File: src/hdl/pbrb_pkg.sv
package pbrb_pkg;

  // Operation codes as they arrive on the input channel
  typedef enum logic [2:0] {
    OP_WRITE_BEGIN = 3'd0,
    OP_WRITE_BYTE  = 3'd1,
    OP_READ_BYTE   = 3'd2,
    OP_OPEN_END    = 3'd3,
    OP_CLOSE_END   = 3'd4,
    OP_POLL        = 3'd5,
    OP_NONE        = 3'd6
  } op_e;

  // Result status codes
  typedef enum logic [2:0] {
    ST_OK          = 3'd0,
    ST_WOULD_BLOCK = 3'd1,
    ST_EOF         = 3'd2,
    ST_NO_ROOM     = 3'd3,
    ST_BROKEN_PIPE = 3'd4,
    ST_NO_READER   = 3'd5
  } status_e;

  // End access modes
  localparam logic [1:0] SIDE_READ  = 2'd0;
  localparam logic [1:0] SIDE_WRITE = 2'd1;
  localparam logic [1:0] SIDE_BOTH  = 2'd2;

  localparam int unsigned REQ_W  = 16;
  localparam int unsigned OUT_CW = 13;

  // Input beat
  typedef struct packed {
    logic [2:0]       opcode;
    logic [7:0]       data_in;
    logic [REQ_W-1:0] request_length;
    logic [1:0]       end_side;
    logic             nonblock;
    logic [1:0]       events_wanted;
  } in_t;

  // Output beat
  typedef struct packed {
    status_e           status;
    logic [7:0]        data_out;
    logic [OUT_CW-1:0] grant;
    logic              readable;
    logic              writable;
    logic              hangup;
    logic              poll_error;
    logic [OUT_CW-1:0] bytes_used;
  } out_t;

  // Classified command handed from front to back
  typedef struct packed {
    op_e              op;
    logic [7:0]       data;
    logic [REQ_W-1:0] req;
    logic             req_atomic;  // request short enough to be all-or-nothing
    logic             side_valid;  // side code is not the unused one
    logic             rside;       // end includes reading
    logic             wside;       // end includes writing
    logic             rd_only;
    logic             wr_only;
    logic             poll_rd;     // poll looks at read readiness
    logic             poll_wr;     // poll looks at write readiness
    logic             nonblock;
    logic [1:0]       events;
  } cmd_t;

  // Back-end sequencer states
  typedef enum logic {
    B_IDLE,
    B_READ
  } back_state_e;

endpackage

File: src/hdl/pbrb_front.sv
module pbrb_front #(
  parameter int unsigned ATOMIC_LIMIT = 512
) (
  input  logic             clk_i,
  input  logic             rst_ni,
  input  logic             in_valid_i,
  output logic             in_ready_o,
  input  pbrb_pkg::in_t    in_i,
  output logic             cmd_valid_o,
  output pbrb_pkg::cmd_t   cmd_o,
  input  logic             cmd_pop_i
);

  pbrb_pkg::cmd_t cmd_new;
  pbrb_pkg::cmd_t slot_q [2];
  logic           wr_idx_q, wr_idx_d;
  logic           rd_idx_q, rd_idx_d;
  logic [1:0]     count_q, count_d;
  logic           push;

  // Decode the incoming beat into a command
  always_comb begin
    cmd_new            = '0;
    case (in_i.opcode)
      pbrb_pkg::OP_WRITE_BEGIN: cmd_new.op = pbrb_pkg::OP_WRITE_BEGIN;
      pbrb_pkg::OP_WRITE_BYTE:  cmd_new.op = pbrb_pkg::OP_WRITE_BYTE;
      pbrb_pkg::OP_READ_BYTE:   cmd_new.op = pbrb_pkg::OP_READ_BYTE;
      pbrb_pkg::OP_OPEN_END:    cmd_new.op = pbrb_pkg::OP_OPEN_END;
      pbrb_pkg::OP_CLOSE_END:   cmd_new.op = pbrb_pkg::OP_CLOSE_END;
      pbrb_pkg::OP_POLL:        cmd_new.op = pbrb_pkg::OP_POLL;
      default:                  cmd_new.op = pbrb_pkg::OP_NONE;
    endcase
    cmd_new.data       = in_i.data_in;
    cmd_new.req        = in_i.request_length;
    cmd_new.req_atomic = ({1'b0, in_i.request_length} <= 17'(ATOMIC_LIMIT));
    cmd_new.rd_only    = (in_i.end_side == pbrb_pkg::SIDE_READ);
    cmd_new.wr_only    = (in_i.end_side == pbrb_pkg::SIDE_WRITE);
    cmd_new.rside      = cmd_new.rd_only || (in_i.end_side == pbrb_pkg::SIDE_BOTH);
    cmd_new.wside      = cmd_new.wr_only || (in_i.end_side == pbrb_pkg::SIDE_BOTH);
    cmd_new.side_valid = cmd_new.rside || cmd_new.wside;
    cmd_new.poll_rd    = !cmd_new.wr_only;
    cmd_new.poll_wr    = !cmd_new.rd_only;
    cmd_new.nonblock   = in_i.nonblock;
    cmd_new.events     = in_i.events_wanted;
  end

  // Two-entry queue between the halves
  assign in_ready_o  = (count_q != 2'd2);
  assign push        = in_valid_i && in_ready_o;
  assign cmd_valid_o = (count_q != 2'd0);
  assign cmd_o       = slot_q[rd_idx_q];

  always_comb begin
    wr_idx_d = push ? ~wr_idx_q : wr_idx_q;
    rd_idx_d = cmd_pop_i ? ~rd_idx_q : rd_idx_q;
    count_d  = count_q;
    if (push && !cmd_pop_i) begin
      count_d = count_q + 2'd1;
    end else if (!push && cmd_pop_i) begin
      count_d = count_q - 2'd1;
    end
  end

  always_ff @(posedge clk_i or negedge rst_ni) begin
    if (!rst_ni) begin
      wr_idx_q <= 1'b0;
      rd_idx_q <= 1'b0;
      count_q  <= 2'd0;
    end else begin
      wr_idx_q <= wr_idx_d;
      rd_idx_q <= rd_idx_d;
      count_q  <= count_d;
    end
  end

  // Queue slots carry payload only
  always_ff @(posedge clk_i) begin
    if (push) begin
      slot_q[wr_idx_q] <= cmd_new;
    end
  end

endmodule

File: config.mk
export PLATFORM = sky130hd
export DESIGN_NAME = pbrb_front
export DESIGN_NICKNAME = d
export VERILOG_FILES = /design/src/hdl/pbrb_pkg.sv /design/src/hdl/pbrb_front.sv
export SDC_FILE = /design/constraint.sdc
export NUM_CORES = 1
export LEC_CHECK = 0
export BUFFER_PORTS_ARGS = -buffer_cell sky130_fd_sc_hd__buf_2
export CAP_MARGIN = 20
export CORE_MARGIN = 3
export CORE_UTILIZATION = 55
export DETAILED_ROUTE_END_ITERATION = 6
export PLACE_DENSITY = 0.82
export SYNTH_ARGS = -nofsm -noshare
export SYNTH_HDL_FRONTEND = slang
export SYNTH_SLANG_ARGS = --single-unit
File: constraint.sdc
create_clock -name clk_i -period 7.5 [get_ports clk_i]
set_input_delay 0.375 -clock clk_i [delete_from_list [all_inputs] [get_ports clk_i]]
set_output_delay 0.375 -clock clk_i [all_outputs]
set_load 0.01 [all_outputs]
==> metrics.md <==
| Metric | Value |
|---|---|
| Startpoint Class | flop |
| Crit path arrival time | 2.08 ns |
| R2r setup slk | 5.73 ns |
| Total CTS buffers | 9 |
| Syn_area_per_cell | 19.8 um^2 |
| Setup Total Neg Slack | 0 ns |
| DRT iter0 DRCs | 94 |
| WP data required | 7.12 ns |
| RePlAce Congestion | 0.699 |
| CP peak stage delay | 0.75 ns |
| Synth async-reset ratio | 5.00% |
| Area delta synth->final | 21.7% |
| Setup crit start | rd_idx_q |
| Crit share post-route | 32.7% |
| Unrepaired setup endpoints after global routing | no |
| Share of cells above drive strength 1 | 55.4% |
| Remaining global-route overflow | 0 |
| Kind of critical path | reg2out |
| Slew margin rel. | 38.7% |
| Worst hold path startpoint | in_i[28] |
| Status | completed |
| Routed vias/inst | 5.10 |
| Non-filler cells, final | 312 |
| Fillers | 364 |
| Core Area | 0.00527 mm^2 |
| Synth area leaders | edfxtp_1 (74%), mux2_2 (14%), dfrtp_1 (3.3%) |
| Reg-to-Reg End | slot_q[1][18] |
| Highest Clock Rate | 408 MHz |
| Post-synthesis sequential area ratio | 77.5% |
| Clock Tree Root | clkbuf_8 |
| Max-slew violations | 0 |
| LEAKAGE | 1.42 nW |
| Final setup fails | 0 |
| Syn Inst Count | 155 |
| Slowest stage cell on the critical path | dfrtp_1 |
| Delay-heaviest family, CP | flip-flops |
| Wirelength, routed | 5140 um |
| Cell taking the most area after synthesis | edfxtp_1 |
| Routed Antenna Nets | 0 |
| Post-synth EDFFs | 76 |
| DRC | 0 |
| Pre-antenna DRT Iters | 5 |
| VDD IR max | 0.000309 V |
| Routed len/inst | 16.5 um |
| Power Dens Cells | 365 mW/mm^2 |
| Critical-path maximum fanout | 25 |
| Total track usage | 16.8% |
| Syn Std Cell Area | 0.00307 mm^2 |
| Clock transition at path regs | 0.08 ns |
| Main synth FF type | edfxtp_1 |
| CP Depth | 3 |
| Hold Crit Class | in2reg |
| Htree depth | 3 |
| Synth top area share | 74.3% |
| Die width | 80.7 um |
| TritonCTS clock tree | yes |
| CP cell instances | buf_4 -> mux2_2 -> buf_2 |
| Io pins | 76 |
| DP HPWL | 3320 um |
| Slew @ Worst Pin | 0.919 ns |
| Worst-case reg-to-reg path depth | 2 |
| Crit end category | output port |
| Setup Skew | 0.00930 ns |
| Cell variety after synth | 20 |
| Core Rows | 26 |
| Yosys Warn Count | 0 |
| Buffer and inverter count on the worst path | 2 |
| Clock buffer depth | 2 |
| Nets@finish | 279 |
| Ant diodes | 0 |
| Largest net degree at the start of global routing | 39 |
| Port Buffers | 75 |
| Antenna violations before repair | 0 |
| Starting Density | 58.3% |
| Min cycle time layout | 2.45 ns |
| Worst setup path endpoint | cmd_o[26] |
| Reg-to-Reg Start | count_q[0] |
| Vias in the first global route | 1670 |
| Yosys reg bits | 80 |
| Gates resized, CTS repair | 0 |
| Max Cap Viol | 0 |
| Hold Fails Final Rpt | 0 |
| Die area | 0.00652 mm^2 |
| Clock latency at the later pin of the worst-skew pair | 0.34 ns |
| DR vias | 1592 |
| Dpl cells | 295 |
| Mapped Nets | 196 |
| Sink Count | 80 |
| Global-route wire length before repair | 8090 um |
| Postcts setup bufs | 0 |
| Die height | 80.7 um |
[final cells by class]
type                       instances  area (um^2)  share of cell area, %
clock buffer                      10          128                   3.41
clock inverter                     5         57.6                   1.54
inverter                           7         26.3                  0.703
multi-input combinational         62          646                   17.3
sequential                        80         2380                   63.7
tap                               70         87.6                   2.34
timing repair buffer              78          413                   11.0
[Yosys cell counts (2+ instances only)]
master / count
xor2_1: 3
nor2_1: 3
or2_2: 2
buf_2: 4
xnor2_1: 2
clkbuf_1: 2
dfrtp_1: 4
inv_1: 7
mux2_2: 38
ha_1: 5
edfxtp_1: 76
[through the flow]
| stage | total power, mW | cell area (um^2) | utilization, % | worst slack [ns] | hold WS (ns) |
|---|---|---|---|---|---|
| finish | 1.37 | 3740 | 71.0 | 5.05 | 0.223 |
| global route | 1.44 | 3740 | 71.0 | 4.94 | 0.215 |
| CTS | 1.37 | 3720 | 70.6 | 5.01 | 0.208 |
| detailed placement | 1.07 | 3520 | 66.9 | 5.39 | 0.192 |
| global placement | 1.06 | 3520 | 66.9 | 5.42 | 0.190 |
| floorplan | 0.919 | 3070 | - | 4.76 | 0.0794 |
[sequential cells by signal (all words and copies together), names as in the netlist]
signal    flops
count_q       2
rd_idx_q      1
slot_q       76
wr_idx_q      1
[placed cells by master, fill, tap and decap left out, types with 2 or more instances in the layout]
| master | n |
|---|---|
| edfxtp_1 | 76 |
| buf_2 | 75 |
| mux2_2 | 38 |
| clkbuf_8 | 9 |
| inv_1 | 7 |
| ha_1 | 5 |
| dfrtp_1 | 4 |
| xor2_1 | 3 |
| or2_2 | 2 |
| nor2_1 | 2 |
| xnor2_1 | 2 |
| clkinvlp_4 | 2 |
[worst min path at each step]
stage	to	slack [ns]	cells after the start
2_1_floorplan	count_q[0]	0.08	0
3_3_place_gp	wr_idx_q	0.19	1
3_5_place_dp	wr_idx_q	0.19	1
4_1_cts	slot_q[1][34]	0.21	1
5_1_grt	slot_q[0][1]	0.21	1
6_report	slot_q[1][34]	0.22	1
[per-layer routing]
metal / part of all wire [%] / GRT usage [%] / wire length, um
met2: 49 / 27.3 / 2540
met1: 42 / 21.9 / 2180
met3: 6.4 / 3.88 / 331
met4: 1.7 / 7.60 / 87
met5: 0 / 0 / 0
[logic make-up (layout without fill, tap and decap cells)]
| group | after synthesis | after routing | synth area share (%) |
|---|---|---|---|
| flops | 80 | 80 | 77.5 |
| mux | 38 | 38 | 13.9 |
| buf+inv | 13 | 100 | 1.75 |
| simple gates | 12 | 12 | 2.20 |
| fa+ha+maj | 5 | 5 | 2.04 |
| xor+xnor | 5 | 5 | 1.43 |
| compound gates | 2 | 2 | 1.14 |
[power by group]
group,internal [mW],switching [mW]
Sequential,0.612,0.0425
Combinational,0.196,0.216
Clock,0.152,0.147
Total,0.960,0.406
[timing repair]
item,in CTS,in global routing
hold endpoints to repair,4,0
hold buffers,1,0
setup endpoints to repair,0,0
(Power assumes the default switching activity.)
